File: src/design/mcur_pkg.sv
// shared types, constants and control structs of the ultrasonic ranger
package mcur_pkg;

  // channel count and derived widths
  localparam int CHANNELS = 3;
  localparam int CH_W     = 2;
  localparam int ECHO_W   = 3;
  localparam int TICK_W   = 16;
  localparam int PER_W    = 17;
  localparam int DIVR_W   = 8;
  localparam int DIST_W   = 17;
  localparam int DIV_W    = 17;
  localparam int DCNT_W   = 5;

  localparam logic [ECHO_W-1:0] CHAN_MASK = ECHO_W'((1 << CHANNELS) - 1);

  // register indexes
  localparam logic [1:0] REG_PERIOD    = 2'd0;
  localparam logic [1:0] REG_DIVISOR   = 2'd1;
  localparam logic [1:0] REG_THRESHOLD = 2'd2;

  // register reset values and limits
  localparam logic [PER_W-1:0]  PERIOD_RESET    = 17'd3125;
  localparam logic [DIVR_W-1:0] DIVISOR_RESET   = 8'd29;
  localparam logic [DIST_W-1:0] THRESHOLD_RESET = 17'd1;
  localparam logic [PER_W-1:0]  PERIOD_MIN      = 17'd2;
  localparam logic [PER_W-1:0]  PERIOD_MAX      = 17'd65536;

  // capture phase of the armed channel
  typedef enum logic [1:0] {
    PHASE_IDLE,
    PHASE_WAIT_RISE,
    PHASE_WAIT_FALL
  } phase_t;

  // controller states
  typedef enum logic [2:0] {
    ST_IDLE,
    ST_EVAL,
    ST_MOD_TICK,
    ST_MOD_START,
    ST_SUB,
    ST_DIVIDE,
    ST_WRITE
  } state_t;

  // divider operand select
  typedef enum logic [1:0] {
    DIV_TICK,
    DIV_START,
    DIV_DIST
  } div_sel_t;

  // controller to datapath
  typedef struct packed {
    logic     load;
    logic     div_start;
    div_sel_t div_sel;
    logic     take_tick;
    logic     take_start;
    logic     take_width;
    logic     take_dist;
    logic     write;
  } cmd_t;

  // datapath to controller
  typedef struct packed {
    logic done_pend;
    logic tick_ge_p;
    logic start_ge_p;
    logic div_done;
    logic out_free;
  } status_t;

  // input word
  typedef struct packed {
    logic [ECHO_W-1:0] echo_levels;
  } in_word_t;

  // output word
  typedef struct packed {
    logic [ECHO_W-1:0] trigger_pulse;
    logic [ECHO_W-1:0] led_state;
    logic              measure_done;
    logic [CH_W-1:0]   measure_channel;
    logic [TICK_W-1:0] pulse_width;
    logic [DIST_W-1:0] distance;
  } out_word_t;

endpackage

File: src/design/mcur_stream_if.sv
// valid/ready stream interface carrying one word
interface mcur_stream_if #(parameter type word_t = logic);
  logic  valid;
  logic  ready;
  word_t data;

  modport source (output valid, output data, input ready);
  modport sink   (input valid, input data, output ready);
endinterface

File: src/design/mcur_divider.sv
// restoring divider, one quotient bit per cycle
module mcur_divider (
  input  logic                       clk,
  input  logic                       rst,
  input  logic                       start,
  input  logic [mcur_pkg::DIV_W-1:0] dividend,
  input  logic [mcur_pkg::DIV_W-1:0] divisor,
  output logic [mcur_pkg::DIV_W-1:0] quotient,
  output logic [mcur_pkg::DIV_W-1:0] remainder,
  output logic                       done
);

  logic                        busy;
  logic [mcur_pkg::DCNT_W-1:0] cnt;
  logic [mcur_pkg::DIV_W-1:0]  den;
  logic [mcur_pkg::DIV_W:0]    shifted;
  logic                        fits;

  // trial subtract of the shifted remainder
  always_comb begin
    shifted = {remainder, quotient[mcur_pkg::DIV_W-1]};
    fits    = shifted >= {1'b0, den};
  end

  // control
  always_ff @(posedge clk) begin
    if (rst) begin
      busy <= 1'b0;
      cnt  <= '0;
      done <= 1'b0;
    end else begin
      done <= 1'b0;
      if (start) begin
        busy <= 1'b1;
        cnt  <= mcur_pkg::DCNT_W'(mcur_pkg::DIV_W);
      end else if (busy) begin
        cnt <= cnt - 1'b1;
        if (cnt == mcur_pkg::DCNT_W'(1)) begin
          busy <= 1'b0;
          done <= 1'b1;
        end
      end
    end
  end

  // operands
  always_ff @(posedge clk) begin
    if (start) begin
      remainder <= '0;
      quotient  <= dividend;
      den       <= divisor;
    end else if (busy) begin
      remainder <= fits ? mcur_pkg::DIV_W'(shifted - {1'b0, den})
                        : shifted[mcur_pkg::DIV_W-1:0];
      quotient  <= {quotient[mcur_pkg::DIV_W-2:0], fits};
    end
  end

endmodule

File: src/design/mcur_ctrl.sv
// controller state machine sequencing one tick through the datapath
module mcur_ctrl (
  input  logic              clk,
  input  logic              rst,
  input  logic              in_valid,
  output logic              in_ready,
  input  mcur_pkg::status_t status,
  output mcur_pkg::cmd_t    cmd
);

  mcur_pkg::state_t state, state_next;

  // state register
  always_ff @(posedge clk) begin
    if (rst) begin
      state <= mcur_pkg::ST_IDLE;
    end else begin
      state <= state_next;
    end
  end

  // next state and commands
  always_comb begin
    state_next  = state;
    in_ready    = 1'b0;
    cmd         = '0;
    cmd.div_sel = mcur_pkg::DIV_TICK;
    case (state)
      mcur_pkg::ST_IDLE: begin
        in_ready = 1'b1;
        if (in_valid) begin
          cmd.load   = 1'b1;
          state_next = mcur_pkg::ST_EVAL;
        end
      end
      mcur_pkg::ST_EVAL: begin
        if (!status.done_pend) begin
          state_next = mcur_pkg::ST_WRITE;
        end else if (status.tick_ge_p) begin
          cmd.div_start = 1'b1;
          cmd.div_sel   = mcur_pkg::DIV_TICK;
          state_next    = mcur_pkg::ST_MOD_TICK;
        end else if (status.start_ge_p) begin
          cmd.div_start = 1'b1;
          cmd.div_sel   = mcur_pkg::DIV_START;
          state_next    = mcur_pkg::ST_MOD_START;
        end else begin
          state_next = mcur_pkg::ST_SUB;
        end
      end
      mcur_pkg::ST_MOD_TICK: begin
        if (status.div_done) begin
          cmd.take_tick = 1'b1;
          if (status.start_ge_p) begin
            cmd.div_start = 1'b1;
            cmd.div_sel   = mcur_pkg::DIV_START;
            state_next    = mcur_pkg::ST_MOD_START;
          end else begin
            state_next = mcur_pkg::ST_SUB;
          end
        end
      end
      mcur_pkg::ST_MOD_START: begin
        if (status.div_done) begin
          cmd.take_start = 1'b1;
          state_next     = mcur_pkg::ST_SUB;
        end
      end
      mcur_pkg::ST_SUB: begin
        cmd.take_width = 1'b1;
        cmd.div_start  = 1'b1;
        cmd.div_sel    = mcur_pkg::DIV_DIST;
        state_next     = mcur_pkg::ST_DIVIDE;
      end
      mcur_pkg::ST_DIVIDE: begin
        if (status.div_done) begin
          cmd.take_dist = 1'b1;
          state_next    = mcur_pkg::ST_WRITE;
        end
      end
      mcur_pkg::ST_WRITE: begin
        if (status.out_free) begin
          cmd.write  = 1'b1;
          state_next = mcur_pkg::ST_IDLE;
        end
      end
      default: begin
        state_next = mcur_pkg::ST_IDLE;
      end
    endcase
  end

endmodule

File: src/design/mcur_datapath.sv
// datapath: registers, tick counter, edge capture, width reduction and output word
module mcur_datapath (
  input  logic                         clk,
  input  logic                         rst,
  input  mcur_pkg::cmd_t               cmd,
  output mcur_pkg::status_t            status,
  input  mcur_pkg::in_word_t           in_word,
  output mcur_pkg::out_word_t          out_word,
  output logic                         out_valid,
  input  logic                         out_ready,
  input  logic                         cfg_we,
  input  logic [1:0]                   cfg_index,
  input  logic [mcur_pkg::PER_W-1:0]   cfg_data
);

  // configuration registers
  logic [mcur_pkg::PER_W-1:0]  period_ticks;
  logic [mcur_pkg::DIVR_W-1:0] divisor_half_ticks;
  logic [mcur_pkg::DIST_W-1:0] near_threshold;

  // tick state
  logic [mcur_pkg::TICK_W-1:0] tick_count;
  logic [mcur_pkg::CH_W-1:0]   slot_index;
  mcur_pkg::phase_t            capture_phase;
  logic [mcur_pkg::CH_W-1:0]   armed_channel;
  logic [mcur_pkg::TICK_W-1:0] start_count;
  logic [mcur_pkg::ECHO_W-1:0] previous_echo;
  logic [mcur_pkg::ECHO_W-1:0] indicator_bits;

  // per tick work registers
  logic                        done_pend;
  logic [mcur_pkg::ECHO_W-1:0] trig_r;
  logic [mcur_pkg::CH_W-1:0]   mch_r;
  logic [mcur_pkg::TICK_W-1:0] red_tick;
  logic [mcur_pkg::TICK_W-1:0] red_start;
  logic [mcur_pkg::TICK_W-1:0] width_r;
  logic [mcur_pkg::DIST_W-1:0] dist_r;

  logic [mcur_pkg::PER_W-1:0]  p_eff;
  logic [mcur_pkg::PER_W-1:0]  div_eff;
  logic [mcur_pkg::ECHO_W-1:0] echo;
  logic                        was, now, armed_ok, rise, fall, wrap;
  logic [mcur_pkg::PER_W-1:0]  width_full;
  logic [mcur_pkg::ECHO_W-1:0] mch_bit;
  logic [mcur_pkg::ECHO_W-1:0] led_next;

  logic [mcur_pkg::DIV_W-1:0]  dvd, dvs, quo, rem;
  logic                        div_done;

  // effective period and divisor
  always_comb begin
    if (period_ticks < mcur_pkg::PERIOD_MIN) begin
      p_eff = mcur_pkg::PERIOD_MIN;
    end else if (period_ticks > mcur_pkg::PERIOD_MAX) begin
      p_eff = mcur_pkg::PERIOD_MAX;
    end else begin
      p_eff = period_ticks;
    end
    div_eff = (divisor_half_ticks == '0) ? mcur_pkg::PER_W'(1)
                                         : mcur_pkg::PER_W'(divisor_half_ticks);
  end

  // edge detection on the armed echo line
  always_comb begin
    echo     = in_word.echo_levels & mcur_pkg::CHAN_MASK;
    armed_ok = (capture_phase != mcur_pkg::PHASE_IDLE) &&
               (32'(armed_channel) < mcur_pkg::CHANNELS);
    was      = previous_echo[armed_channel];
    now      = echo[armed_channel];
    rise     = armed_ok && (capture_phase == mcur_pkg::PHASE_WAIT_RISE) && !was && now;
    fall     = armed_ok && (capture_phase == mcur_pkg::PHASE_WAIT_FALL) && was && !now;
    wrap     = {1'b0, tick_count} >= (p_eff - 1'b1);
  end

  // width modulo period from the reduced counts
  always_comb begin
    if (red_tick >= red_start) begin
      width_full = {1'b0, red_tick} - {1'b0, red_start};
    end else begin
      width_full = {1'b0, red_tick} + p_eff - {1'b0, red_start};
    end
  end

  // indicator update at the end of a measurement
  always_comb begin
    mch_bit  = mcur_pkg::ECHO_W'(1) << mch_r;
    led_next = indicator_bits;
    if (done_pend) begin
      if (dist_r >= near_threshold) begin
        led_next = indicator_bits | mch_bit;
      end else begin
        led_next = indicator_bits & ~mch_bit;
      end
    end
  end

  // divider operands
  always_comb begin
    case (cmd.div_sel)
      mcur_pkg::DIV_TICK: begin
        dvd = mcur_pkg::DIV_W'(red_tick);
        dvs = p_eff;
      end
      mcur_pkg::DIV_START: begin
        dvd = mcur_pkg::DIV_W'(red_start);
        dvs = p_eff;
      end
      mcur_pkg::DIV_DIST: begin
        dvd = {width_full[mcur_pkg::TICK_W-1:0], 1'b0};
        dvs = div_eff;
      end
      default: begin
        dvd = '0;
        dvs = div_eff;
      end
    endcase
  end

  mcur_divider u_div (
    .clk       (clk),
    .rst       (rst),
    .start     (cmd.div_start),
    .dividend  (dvd),
    .divisor   (dvs),
    .quotient  (quo),
    .remainder (rem),
    .done      (div_done)
  );

  // status to the controller
  always_comb begin
    status.done_pend  = done_pend;
    status.tick_ge_p  = {1'b0, red_tick} >= p_eff;
    status.start_ge_p = {1'b0, red_start} >= p_eff;
    status.div_done   = div_done;
    status.out_free   = !out_valid || out_ready;
  end

  // configuration writes
  always_ff @(posedge clk) begin
    if (rst) begin
      period_ticks       <= mcur_pkg::PERIOD_RESET;
      divisor_half_ticks <= mcur_pkg::DIVISOR_RESET;
      near_threshold     <= mcur_pkg::THRESHOLD_RESET;
    end else if (cfg_we) begin
      case (cfg_index)
        mcur_pkg::REG_PERIOD:    period_ticks       <= cfg_data;
        mcur_pkg::REG_DIVISOR:   divisor_half_ticks <= cfg_data[mcur_pkg::DIVR_W-1:0];
        mcur_pkg::REG_THRESHOLD: near_threshold     <= cfg_data;
        default: ;
      endcase
    end
  end

  // tick state: capture, counter, round robin
  always_ff @(posedge clk) begin
    if (rst) begin
      tick_count     <= '0;
      slot_index     <= '0;
      capture_phase  <= mcur_pkg::PHASE_IDLE;
      armed_channel  <= '0;
      start_count    <= '0;
      previous_echo  <= '0;
      indicator_bits <= '0;
      done_pend      <= 1'b0;
    end else begin
      if (cmd.load) begin
        done_pend <= fall;
        if (rise) begin
          start_count <= tick_count;
        end
        // a trigger slot rearms and wins over an edge of the same tick
        if (wrap && (32'(slot_index) < mcur_pkg::CHANNELS)) begin
          armed_channel <= slot_index;
          capture_phase <= mcur_pkg::PHASE_WAIT_RISE;
        end else if (rise) begin
          capture_phase <= mcur_pkg::PHASE_WAIT_FALL;
        end else if (fall) begin
          capture_phase <= mcur_pkg::PHASE_IDLE;
        end
        if (wrap) begin
          tick_count <= '0;
          slot_index <= (32'(slot_index) >= mcur_pkg::CHANNELS) ? '0 : slot_index + 1'b1;
        end else begin
          tick_count <= tick_count + 1'b1;
        end
        previous_echo <= echo;
      end
      if (cmd.write) begin
        indicator_bits <= led_next;
      end
    end
  end

  // work registers of the current tick
  always_ff @(posedge clk) begin
    if (cmd.load) begin
      trig_r    <= (wrap && (32'(slot_index) < mcur_pkg::CHANNELS))
                   ? (mcur_pkg::ECHO_W'(1) << slot_index) : '0;
      mch_r     <= armed_channel;
      red_tick  <= tick_count;
      red_start <= start_count;
    end
    if (cmd.take_tick) begin
      red_tick <= rem[mcur_pkg::TICK_W-1:0];
    end
    if (cmd.take_start) begin
      red_start <= rem[mcur_pkg::TICK_W-1:0];
    end
    if (cmd.take_width) begin
      width_r <= width_full[mcur_pkg::TICK_W-1:0];
    end
    if (cmd.take_dist) begin
      dist_r <= quo;
    end
  end

  // output register
  always_ff @(posedge clk) begin
    if (rst) begin
      out_valid <= 1'b0;
    end else if (cmd.write) begin
      out_valid <= 1'b1;
    end else if (out_ready) begin
      out_valid <= 1'b0;
    end
  end

  always_ff @(posedge clk) begin
    if (cmd.write) begin
      out_word.trigger_pulse   <= trig_r;
      out_word.led_state       <= led_next;
      out_word.measure_done    <= done_pend;
      out_word.measure_channel <= done_pend ? mch_r : '0;
      out_word.pulse_width     <= done_pend ? width_r : '0;
      out_word.distance        <= done_pend ? dist_r : '0;
    end
  end

endmodule

File: src/design/multi_channel_ultrasonic_ranger_unit.sv
// top level of the three channel ultrasonic echo ranger
// Each input word is one prescaled timer tick with the three echo levels; each tick gives
// exactly one output word with the trigger drive, the indicator bits and, when a falling
// echo edge ended a measurement, the channel, the pulse width modulo the period and the
// distance floor(2*width/divisor). The controller takes one tick at a time. A tick with no
// finished measurement steps through accept, evaluate and write. A finished measurement
// runs the shared 17-bit restoring divider once for the distance, and up to two more
// times before that to reduce the counts modulo the period after the period was made
// shorter. The output register lets the next tick be accepted while a word waits; a
// stalled output holds the controller in its write step. Registers: index 0 period_ticks,
// 1 divisor_half_ticks, 2 near_threshold.
module multi_channel_ultrasonic_ranger_unit (
  input  logic                       clk,
  input  logic                       rst,
  mcur_stream_if.sink                ticks,
  mcur_stream_if.source              results,
  input  logic                       cfg_we,
  input  logic [1:0]                 cfg_index,
  input  logic [mcur_pkg::PER_W-1:0] cfg_data
);

  mcur_pkg::cmd_t    cmd;
  mcur_pkg::status_t status;
  logic              in_ready;

  assign ticks.ready = in_ready;

  // sequencing
  mcur_ctrl u_ctrl (
    .clk      (clk),
    .rst      (rst),
    .in_valid (ticks.valid),
    .in_ready (in_ready),
    .status   (status),
    .cmd      (cmd)
  );

  // datapath
  mcur_datapath u_dp (
    .clk       (clk),
    .rst       (rst),
    .cmd       (cmd),
    .status    (status),
    .in_word   (ticks.data),
    .out_word  (results.data),
    .out_valid (results.valid),
    .out_ready (results.ready),
    .cfg_we    (cfg_we),
    .cfg_index (cfg_index),
    .cfg_data  (cfg_data)
  );

`ifndef SYNTHESIS
  // one tick at a time: ready drops right after an accept
  a_one_at_a_time: assert property (@(posedge clk) disable iff (rst)
    ticks.valid && ticks.ready |=> !ticks.ready)
    else $error("tick accepted while previous tick still in work");

  // at most one trigger per word
  a_trig_onehot: assert property (@(posedge clk) disable iff (rst)
    results.valid |-> $onehot0(results.data.trigger_pulse))
    else $error("more than one trigger in one word");

  // idle measurement fields are zero
  a_idle_fields: assert property (@(posedge clk) disable iff (rst)
    results.valid && !results.data.measure_done |->
      results.data.pulse_width == '0 && results.data.distance == '0 &&
      results.data.measure_channel == '0)
    else $error("measurement fields set without a finished measurement");

  // finished measurement names a real channel
  a_channel_range: assert property (@(posedge clk) disable iff (rst)
    results.valid && results.data.measure_done |->
      32'(results.data.measure_channel) < mcur_pkg::CHANNELS)
    else $error("measurement channel out of range");
`endif

endmodule

File: src/flat_wrapper.sv
// flat-port wrapper written by rule: the top's interface ports become plain ports
module multi_channel_ultrasonic_ranger_unit_flat 
  (clk, rst, cfg_we, cfg_index, cfg_data, ticks_valid, ticks_data, ticks_ready, results_valid, results_data, results_ready);
  mcur_stream_if #(.word_t(mcur_pkg::in_word_t)) ticks_i ();
  mcur_stream_if #(.word_t(mcur_pkg::out_word_t)) results_i ();
  input  logic clk;
  input  logic rst;
  input  logic cfg_we;
  input  logic [1:0] cfg_index;
  input  logic [mcur_pkg::PER_W-1:0] cfg_data;
  input wire logic [$bits(ticks_i.valid)-1:0] ticks_valid;
  input wire logic [$bits(ticks_i.data)-1:0] ticks_data;
  output wire logic [$bits(ticks_i.ready)-1:0] ticks_ready;
  output wire logic [$bits(results_i.valid)-1:0] results_valid;
  output wire logic [$bits(results_i.data)-1:0] results_data;
  input wire logic [$bits(results_i.ready)-1:0] results_ready;
  assign ticks_i.valid = ticks_valid;
  assign ticks_i.data = ticks_data;
  assign ticks_ready = ticks_i.ready;
  assign results_valid = results_i.valid;
  assign results_data = results_i.data;
  assign results_i.ready = results_ready;
  multi_channel_ultrasonic_ranger_unit u_core (.clk(clk), .rst(rst), .ticks(ticks_i), .results(results_i), .cfg_we(cfg_we), .cfg_index(cfg_index), .cfg_data(cfg_data));
endmodule
File: config.mk
export PLATFORM = sky130hd
export DESIGN_NAME = multi_channel_ultrasonic_ranger_unit_flat
export DESIGN_NICKNAME = d
export VERILOG_FILES = /design/src/design/mcur_pkg.sv /design/src/design/mcur_stream_if.sv /design/src/design/mcur_divider.sv /design/src/design/mcur_ctrl.sv /design/src/design/mcur_datapath.sv /design/src/design/multi_channel_ultrasonic_ranger_unit.sv /design/src/flat_wrapper.sv
export SDC_FILE = /design/constraint.sdc
export NUM_CORES = 1
export LEC_CHECK = 0
export ABC_AREA = 1
export BUFFER_PORTS_ARGS = -buffer_cell sky130_fd_sc_hd__buf_2
export CAP_MARGIN = 20
export CORE_MARGIN = 1.5
export CORE_UTILIZATION = 50
export DETAILED_ROUTE_END_ITERATION = 10
export MAX_ROUTING_LAYER = met4
export PLACE_DENSITY = 0.67
export SLEW_MARGIN = 10
export SYNTH_ARGS = -nofsm -noshare
export SYNTH_HDL_FRONTEND = slang
export SYNTH_SLANG_ARGS = --single-unit
File: constraint.sdc
create_clock -name clk -period 6.2 [get_ports clk]
set_input_delay 1.24 -clock clk [delete_from_list [all_inputs] [get_ports clk]]
set_output_delay 1.24 -clock clk [all_outputs]
set_load 0.01 [all_outputs]
== Yosys cells after proc, flatten, opt, wreduce, memory -nomap -nowiden ==
Index checks and enable logic that the tools add are counted.

* Output and inout bits: 44
* Latch bits: 0
* RAM bits: 0
* Register bits after elaboration: 261
* Memories: 0
* Memory bits (read-only): 0

* Bitwise gates (word level): 4
* Multipliers: 0
* Reductions and logical operators: 33
* Equal/unequal tests: 18
* $lt $le $gt $ge: 12
* Add/sub/neg operators: 8
* Divide/modulo/power cells: 0
* Multiplexer cells: 56
* Shifts and indexed selects: 2

{| class="wikitable"
|+ Operators with widths
! kind !! number
|-
| $mux W17 || 6
|-
| $mux W16 || 6
|-
| $ge A16 B17 Y1 || 3
|-
| $pmux W17 S3 || 1
|-
| $mux W3 || 13
|-
| $sub A16 B16 Y16 || 2
|-
| $pmux W3 S7 || 1
|-
| $ge A18 B17 Y1 || 1
|-
| $mux W1 || 18
|-
| $ge A17 B17 Y1 || 1
|-
| $gt A17 B17 Y1 const B || 1
|-
| $lt A17 B2 Y1 const B || 1
|-
| $sub A17 B1 Y17 const B || 1
|-
| $sub A17 B17 Y17 || 1
|-
| $add A16 B1 Y16 const B || 1
|-
| $add A16 B16 Y16 || 1
|-
| $ge A16 B16 Y1 || 1
|-
| $reduce_and A2 Y1 || 7
|-
| $mux W5 || 2
|-
| $reduce_bool A2 Y1 || 5
|-
| $eq A3 B3 Y1 const B || 3
|-
| $pmux W3 S3 || 1
|-
| $logic_and A1 B1 Y1 || 8
|-
| $logic_not A8 Y1 || 1
|-
| other kinds (29) || 47
|}

== Logic depth before layout (Yosys ltp) ==
Gate-level depths: netlist (run 1).

* Word-level depth: 11
* Gate-level depth with buffers: 28

== Modules after synthesis ==
A second synthesis (run 1) with hierarchy kept.

* Cell total of the unflattened synthesis: 2005
* Area total of the unflattened synthesis: 15942.8 um^2

{| class="wikitable"
|+ Modules (own cells, without submodules)
! module !! area an instance (um^2) !! instances !! cells an instance
|-
| mcur_datapath || 12019.0 || 1 || 1467
|-
| mcur_divider || 3583.4 || 1 || 476
|-
| mcur_ctrl || 340.3 || 1 || 62
|}

== Worst setup path before layout (run 1) ==
Ideal clock, no wire load.

* Path kind: register to register
* From: register u_core.u_dp.period_ticks[6] (netlist bit)
* To: register u_core.u_dp.u_div.quotient[11] (netlist bit), data pin
* Period minus slack after synthesis: 3361 ps
* Buffers on the path: 2
* Setup slack: 2839 ps
* Library setup time: 253 ps
* Stages on the path, launching flop included: 23
* Data arrival time: 3107 ps
* Cells stage by stage: dfxtp_1 -> nor2_1 -> nand2_1 -> nor2_1 -> nand2_1 -> nand2_2 -> buf_6 -> buf_2 -> nand2_1 -> fa_1 -> inv_1 -> ha_1 -> a21oi_1 -> o21ai_0 -> a21oi_1 -> nor2_1 -> nor2_1 -> xor2_1 -> nand2_1 -> nand3_1 -> nand3_1 -> nand2_1 -> nand2_1

* Word-level cells in the longest chain between the ends: 11
* Elaborated cells between the ends (all ways): 19

{| class="wikitable"
|+ Ends and longest elaborated chain
! element !! RTL line !! text
|-
| start: declaration || mcur_datapath.sv:17 || <nowiki>logic [mcur_pkg::PER_W-1:0] period_ticks;</nowiki>
|-
| start signal: assignment || mcur_datapath.sv:142 || <nowiki>period_ticks <= mcur_pkg::PERIOD_RESET;</nowiki>
|-
| start signal: assignment || mcur_datapath.sv:147 || <nowiki>mcur_pkg::REG_PERIOD: period_ticks <= cfg_data;</nowiki>
|-
| $gt A17 B17 Y1 || mcur_datapath.sv:54 || <nowiki>end else if (period_ticks > mcur_pkg::PERIOD_MAX) begin</nowiki>
|-
| $mux W17 || mcur_datapath.sv:54 ||
|-
| $mux W17 (*) || mcur_datapath.sv:52 || <nowiki>if (period_ticks < mcur_pkg::PERIOD_MIN) begin</nowiki>
|-
| branches (longest 7 deep; another with $add A16 B16 Y16) || -- ||
|-
| $mux W17 (*) || mcur_divider.sv:48 || <nowiki>if (start) begin</nowiki>
|-
| end signal: assignment || mcur_divider.sv:50 || <nowiki>quotient <= dividend;</nowiki>
|-
| end signal: assignment || mcur_divider.sv:55 || <nowiki>quotient <= {quotient[mcur_pkg::DIV_W-2:0], fits};</nowiki>
|-
| end: declaration || mcur_divider.sv:8 || <nowiki>output logic [mcur_pkg::DIV_W-1:0] quotient,</nowiki>
|}

Every way passes the cells marked *.
A chain may end at the register's enable or synchronous reset.

== Worst setup path after layout (run 1) ==
* From: register u_core.u_dp.period_ticks[8] (netlist bit)
* To: register u_core.u_dp.u_div.quotient[7] (netlist bit), enable pin

* Word-level cells in the longest chain between the ends: 9
* Elaborated cells between the ends (all ways): 12

{| class="wikitable"
|+ Ends and longest elaborated chain
! element !! RTL line !! text
|-
| $gt A17 B17 Y1 || mcur_datapath.sv:54 ||
|-
| $mux W17 || mcur_datapath.sv:54 ||
|-
| $mux W17 (*) || mcur_datapath.sv:52 ||
|-
| $ge A16 B17 Y1 || mcur_datapath.sv:134 || <nowiki>status.start_ge_p = {1'b0, red_start} >= p_eff;</nowiki>
|-
| $mux W3 || mcur_ctrl.sv:43, mcur_ctrl.sv:54 ||
|-
| $mux W3 || mcur_ctrl.sv:39 || <nowiki>end else if (status.tick_ge_p) begin</nowiki>
|-
| $mux W3 || mcur_ctrl.sv:37 || <nowiki>if (!status.done_pend) begin</nowiki>
|-
| $pmux W3 S3 (*) || mcur_ctrl.sv:28 || <nowiki>case (state)</nowiki>
|-
| $reduce_bool A2 Y1 (no source line) (*) || -- ||
|}

Mark *: on every way between the ends. The rest lies on a longest branch, timed or not.

==> results of run 1 <==
## report_power, final
part	internal, mW	switching [mW]
Sequential	2.26	0.350
Combinational	1.16	2.26
Clock	0.989	0.696
## flip-flops by register name (all words and copies together), names as in the netlist, 2 cells and up
signal and flops:
u_core.u_dp.width_r 16, u_core.u_dp.armed_channel 2, u_core.u_dp.divisor_half_ticks 8, u_core.u_dp.start_count 16, u_core.u_dp.u_div.den 17, u_core.u_dp.dist_r 17, u_core.u_dp.period_ticks 17, u_core.u_dp.red_start 16
u_core.u_dp.indicator_bits 3, u_core.u_dp.near_threshold 17, u_core.u_dp.capture_phase 2, u_core.u_dp.trig_r 3, u_core.u_ctrl.state 3, u_core.u_dp.u_div.cnt 5, u_core.u_dp.slot_index 2, u_core.u_dp.tick_count 16
u_core.u_dp.u_div.remainder 17, u_core.u_dp.u_div.quotient 17, u_core.u_dp.mch_r 2, u_core.u_dp.red_tick 16, u_core.u_dp.out_word 42, u_core.u_dp.previous_echo 3
## worst max path at each step
stage	from	to	slack (ps)	cells after the start
after floorplan	u_core.u_dp.period_ticks[6]	u_core.u_dp.u_div.quotient[11]	2840	22
after global placement	u_core.u_dp.period_ticks[8]	u_core.u_dp.u_div.quotient[0]	1520	17
after detailed placement	u_core.u_dp.period_ticks[8]	u_core.u_dp.u_div.quotient[6]	1440	17
after CTS	u_core.u_dp.period_ticks[8]	u_core.u_dp.u_div.quotient[16]	1450	17
after global routing	u_core.u_dp.period_ticks[14]	u_core.u_dp.u_div.remainder[0]	1000	21
final	u_core.u_dp.period_ticks[8]	u_core.u_dp.u_div.quotient[7]	1370	17
## metal layers
layer	part of all wire [%]	global-route usage (%)	vias up	routed length (um)
li1	-	-	6745	-
met1	44	37.5	6385	20500
met2	47	46.2	422	21800
met3	6.1	4.03	104	2830
met4	3.5	11.3	0	1650
met5	0	-	-	0
## logic make-up (layout without fill, tap and decap cells)
kind of cell    count (synthesis)  after routing  synth area share [%]
compound gates                323            323                  11.1
flops                         261            261                  41.9
other cells                     0              4                     0
fa+ha+maj                     136            136                  11.4
xor+xnor                       55             55                  3.02
simple gates                  891            891                  24.2
buf+inv                       345            423                  8.47
## placed cells by master, fill, tap and decap left out, types with 5 or more instances in the layout
cell / instances
nand4_1: 50
xnor2_1: 22
o21a_1: 5
clkbuf_16: 30
nand2_2: 9
and2_1: 10
nand4_2: 6
nor3_1: 30
xor2_1: 33
clkbuf_1: 7
inv_1: 274
fa_1: 17
o21ai_0: 134
o21ai_1: 8
edfxtp_1: 146
clkinv_1: 5
dfxtp_1: 115
nand2_1: 508
nand3_1: 88
nor4_1: 7
o21ai_2: 10
nor2_1: 154
buf_2: 70
a21oi_1: 129
nor2_2: 8
a21boi_0: 6
buf_4: 7
clkbuf_8: 5
inv_2: 13
ha_1: 119
a21o_1: 6
## cell type report
| class | count | share of cell area (%) |
|---|---|---|
| clock buffers | 42 | 4.80 |
| inverters | 291 | 6.22 |
| well taps | 402 | 2.86 |
| repair buffers | 78 | 2.37 |
| clock inverters | 12 | 0.561 |
| multi-input cells | 1405 | 45.2 |
| diodes | 4 | 0.0568 |
| flip-flops and latches | 261 | 38.0 |
## per-stage QoR
step / utilization (%) / hold slack (ps) / total power, mW / area, um2
after global placement: 52.9 / 405 / 5.98 / 16600
after detailed placement: 52.9 / 417 / 6.00 / 16600
after CTS: 55.9 / 431 / 7.69 / 17600
after floorplan: - / 400 / 4.92 / 16000
final: 55.9 / 427 / 7.72 / 17600
after global routing: 55.9 / 430 / 8.21 / 17600
==> out/qor.yml, run 1 <==
clock_tree:
  clock-sinks: 261
  clock_path_buffers: 3
  cts_tree: "built"
  cts_hold_buf: 0
  htreeDepth: 1
  cts_root_buffer: "clkbuf_16"
  cts_resized: 0
  clk_latency_ps: 570
  numCtsBuffers: 29
  clk_pin_slew_ps: 60
  post-cts-setup-buffers: 0
global_routing:
  antenna_found_initial: 5
  grt_max_degree: 68
  grt.overflow.total: 0
  grt_usage_pct: 29.0
  grt_pass1_wl_um: 71200
  first_global_vias: 12677
synthesis:
  synthesis.nets: 2174
  synth_top_cell_area_share_pct: 27.4
  synthArstFlopShare_pct: 0
  ys_seq_elements: 261
  syn_area_um2: 16000
  ys_top_cells_by_count: "nand2_1 (508), inv_1 (275), nor2_1 (155), edfxtp_1 (146), o21ai_0 (134)"
  avgSynthCellArea_um2: 7.94
  syn_inst: 2011
  synth_most_common_cell: "nand2_1"
  ys_types: 54
  synth_flop_cell: "edfxtp_1"
  ys_warn_count: 0
  synth.area.top_cells: "edfxtp_1 (27%), dfxtp_1 (14%), nand2_1 (12%), ha_1 (9.3%), inv_1 (6.5%)"
  synth_edf_count: 146
  seq_area_frac_synth_pct: 41.9
  synth_top_area_cell: "edfxtp_1"
worst_setup_path:
  slowest_delay_ps: 680
  r2r-end: "u_core.u_dp.u_div.quotient[7]"
  cp_common_cell: "nand2_1"
  rr_startpoint: "u_core.u_dp.period_ticks[8]"
  end_kind: "flop"
  criticalPathCategory: "reg2reg"
  critPathSlowestCell: "nand2_2"
  crit_family: "simple AND/OR/NAND/NOR gates"
  cp.arrival_ps: 5000
  worst-path-buf-inv: 2
  critPathMaxFanout: 41
  rrSetupSlack_ps: 1370
  cp_cell_sequence: "nor2_1 > nand2_1 > nor2_1 > nand2_1 > nand2_2 > nand2_1 > ha_1 > nand4_1 > or2_1 > nor2_1 > nand2_1 > nand4_2 > nand3_4 > nand3_4 > buf_4 > inv_4 > nand2_2"
  rr_worst_depth: 17
  startpoint_type: "flop"
  cp.required_ps: 6370
power_and_ir_drop:
  p_leak_nw: 8.08
  vdd_ir_drop_max_uv: 241
  power.density_nw_per_um2: 439
min_path:
  hp-class: "reg2reg"
  hp-start: "u_core.u_dp.trig_r[1]"
  min_to: "u_core.u_dp.out_word[40]"
  min_path_cells: 0
placement:
  dp_slack_ps: 1440
  port_buffers: 70
  dp_hpwl_um: 36000
  gp_congestion: 0.995
  dp_cells: 2436
timing:
  finalCriticalPeriod_ps: 4830
  rsz0062_at_grt: "no"
  setup_tns_ps: 0
  clock.fmax_mhz: 207
  finalSetupViolations: 0
  timing.slew.headroom_pct: 33.0
  hold_viol: 0
  skew_ps: 27.0
  min_period_over_period_pct: 77.9
  finalMaxSlewViolations: 0
  setup_ws_ps: 1370
  tightest_slew_ps: 1000
layout:
  area_growth_pct: 10.2
  n_fill_cell: 2963
  finalNetCount: 2229
  regArea_um2: 6690
  multiInputGateArea_um2: 7950
  finalNonFillerCells: 2495
  drive_gt1_share_pct: 8.95
floorplan:
  initial_utilization_pct: 50.8
  die_w_um: 182
  num_rows: 65
  io_pins: 71
  dieArea_um2: 33000
  die_h_um: 182
  core_area_um2: 31500
routing:
  final_antenna_net_count: 0
  drt_iter0_markers: 989
  drt-total-wl_um: 46700
  num_vias: 13656
  routed_via_density: 5.47
  drc: 0
  wl_per_cell_um: 18.7
  dr.pass1.iters: 5
outcome:
  status: "completed"
job:
  maxCapViolCount: 0
(Power assumes the default switching activity.)
==> run 2, diff against run 1 <==
PLACE_DENSITY = 0.69   (was 0.67)
clock period = 4.3 ns   (was 6.2 ns; I/O delays follow)
==> run 2 against run 1 <==
Compared with the run above: clock-buffer cell count is 7 lower; die area stayed put; via count hardly changed; register-to-register slack worse by 890 ps; clock skew hardly changed; combinational power is 41% higher; hold slack worse by 8.9 ps; sequential share of layout area is 0.38 points lower; core utilization is 0.57 points higher; clock power is 48% higher; non-clock buffer count is 22 higher; final cell count is 0.64% higher; largest power group unchanged; highest routed layer unchanged.
==> out/qor.yml, run 2 (same netlist as run 1, synthesis figures left out) <==
outcome:
  status: "completed"  # unchanged
layout:
  final_common_cell: "nand2_1"  # unchanged
  top_register: "u_core.u_dp.out_word"  # unchanged
  n_fill_cell: 2927  # was 2963
  finalNetCount: 2250  # was 2229
  num_antenna_cells: 0  # was 4
  area_growth_pct: 11.3  # was 10.2%
  layout_common_cells: "nand2_1 (507), inv_1 (274), nor2_1 (154)"  # was nand2_1 (508), inv_1 (274), nor2_1 (154)
  drive_gt1_share_pct: 10.0  # was 8.95%
  largest_reg_flops: 42  # unchanged
timing:
  finalMaxSlewViolations: 0  # unchanged
  setup_ws_ps: 482  # was 1370 ps
  rsz0062_at_grt: "no"  # unchanged
  skew_ps: 26.7  # was 27.0 ps
  min_period_over_period_pct: 88.8  # was 77.9%
  timing.slew.headroom_pct: 32.1  # was 33.0%
  clock.fmax_mhz: 262  # was 207 MHz
  finalSetupViolations: 0  # unchanged
  tightest_slew_ps: 1020  # was 1000 ps
  finalCriticalPeriod_ps: 3820  # was 4830 ps
  hold_viol: 0  # unchanged
  setup_tns_ps: 0  # unchanged
floorplan:
  core_area_um2: 31500  # unchanged
  io_pins: 71  # unchanged
  die_w_um: 182  # unchanged
  initial_utilization_pct: 50.8  # unchanged
  num_rows: 65  # unchanged
  die_h_um: 182  # unchanged
  dieArea_um2: 33000  # unchanged
global_routing:
  grt_pass1_wl_um: 70300  # was 71200 um
  grt_max_degree: 56  # was 68
  antenna_found_initial: 0  # was 5
  grt.overflow.total: 0  # unchanged
  grt_usage_pct: 28.0  # was 29.0%
  first_global_vias: 12972  # was 12.7k
worst_setup_path:
  cp_cell_sequence: "nor2_1 > nand2_1 > nor2_1 > nand2_1 > nand2_2 > nand2_1 > fa_1 > inv_1 > ha_1 > nand3_1 > nand3_1 > a21oi_1 > nor2_1 > nor2_1 > xor2_1 > nand2_1 > nand3_1 > nand3_1 > nand2_1 > nand2_1"  # was nor2_1 > nand2_1 > nor2_1 > nand2_1 > nand2_2 > nand2_1 > ha_1 > nand4_1 > or2_1 > nor2_1 > nand2_1 > nand4_2 > nand3_4 > nand3_4 > buf_4 > inv_4 > nand2_2
  worst-path-buf-inv: 1  # was 2
  criticalPathCategory: "reg2reg"  # unchanged
  cp.arrival_ps: 4110  # was 5000 ps
  critical_path.endpoint: "u_core.u_dp.u_div.quotient[11]"  # was u_core.u_dp.u_div.quotient[7]
  critPathSlowestCell: "fa_1"  # was nand2_2
  end_kind: "flop"  # unchanged
  rrSetupSlack_ps: 480  # was 1370 ps
  r2r-end: "u_core.u_dp.u_div.quotient[11]"  # was u_core.u_dp.u_div.quotient[7]
  cp_common_cell: "nand2_1"  # unchanged
  cp.required_ps: 4590  # was 6370 ps
  critPathMaxFanout: 17  # was 41
  crit_path_start: "u_core.u_dp.period_ticks[8]"  # unchanged
  rr_worst_depth: 20  # was 17
  crit_cells: 20  # was 17
  slowest_delay_ps: 580  # was 680 ps
  startpoint_type: "flop"  # unchanged
  crit_family: "simple AND/OR/NAND/NOR gates"  # unchanged
  rr_startpoint: "u_core.u_dp.period_ticks[8]"  # unchanged
clock_tree:
  cts_root_buffer: "clkbuf_16"  # unchanged
  cts_hold_buf: 0  # unchanged
  clock-sinks: 261  # unchanged
  clock_path_buffers: 3  # unchanged
  cts_resized: 0  # unchanged
  htreeDepth: 1  # unchanged
  numCtsBuffers: 28  # was 29
  cts_tree: "built"  # unchanged
  post-cts-setup-buffers: 0  # unchanged
  clk_pin_slew_ps: 60  # about the same
  clk_latency_ps: 550  # was 570 ps
placement:
  dp_hpwl_um: 34200  # was 36000 um
  dp_slack_ps: 429  # was 1440 ps
  gp_congestion: 0.948  # was 0.995
  port_buffers: 70  # unchanged
power_and_ir_drop:
  p_leak_nw: 8.21  # was 8.08 nW
  vdd_ir_drop_max_uv: 384  # was 241 uV
  power.density_nw_per_um2: 618  # was 439 nW/um2
routing:
  drt-total-wl_um: 44100  # was 46700 um
  drc: 0  # unchanged
  drt_iter0_markers: 1149  # was 989
  num_vias: 13655  # about the same
  wl_per_cell_um: 17.6  # was 18.7 um
  routed_via_density: 5.44  # was 5.47
  dr.pass1.iters: 5  # unchanged
  final_antenna_net_count: 0  # unchanged
min_path:
  hp-class: "reg2reg"  # unchanged
job:
  maxCapViolCount: 0  # unchanged
## run 2: changes by cell type in the layout (fill, tap and decap cells not counted), moves of 2 or more
cell,previous run,this run
clkbuf_1,7,2
bufinv_16,1,3
clkbuf_8,5,3
clkinv_1,5,7
buf_4,7,30
clkinv_2,4,6
diode_2,4,0
## run 2: worst min path at each step
stage	from	end	cells past startpoint	slack [ps]
2_1_floorplan	u_core.u_dp.trig_r[0]	u_core.u_dp.out_word[39]	0	400
3_3_place_gp	u_core.u_dp.trig_r[0]	u_core.u_dp.out_word[39]	0	400
3_5_place_dp	u_core.u_dp.trig_r[0]	u_core.u_dp.out_word[39]	0	400
4_1_cts	u_core.u_dp.trig_r[1]	u_core.u_dp.out_word[40]	0	420
5_1_grt	u_core.u_dp.trig_r[0]	u_core.u_dp.out_word[39]	0	430
6_report	u_core.u_dp.trig_r[1]	u_core.u_dp.out_word[40]	0	420
## run 2: power by group
group	leakage [nW]	internal, mW	switching (mW)
clock	0.479	1.50	1.00
combinational	5.37	1.69	3.15
sequential	2.36	3.26	0.400
total	8.21	6.44	4.55
## run 2: final cells by class
class / count / area (um2) / share of cell area, %
multi-input cells: 1405 / 7960 / 44.7
flip-flops and latches: 261 / 6690 / 37.6
inverters: 291 / 1090 / 6.16
clock buffers: 35 / 800 / 4.49
repair buffers: 100 / 576 / 3.24
well taps: 402 / 503 / 2.83
clock inverters: 17 / 169 / 0.950
## run 2: routing by layer
layer,wire length (um),track usage (%),vias to the layer above
li1,-,-,6798
met1,19500,36.4,6294
met2,20300,45.8,465
met3,2620,2.99,98
met4,1620,9.20,0
met5,0,-,-
## run 2: through the flow
stage	area [um2]	utilization (%)	cells	hold WS (ps)	power, mW
6_report	17800	56.5	2511	418	11.0
5_1_grt	17800	56.5	2511	428	11.8
4_1_cts	17800	56.5	2511	419	11.0
3_5_place_dp	16800	53.4	2459	405	8.46
3_3_place_gp	16800	53.4	2459	403	8.40
2_1_floorplan	16000	-	2011	400	7.10
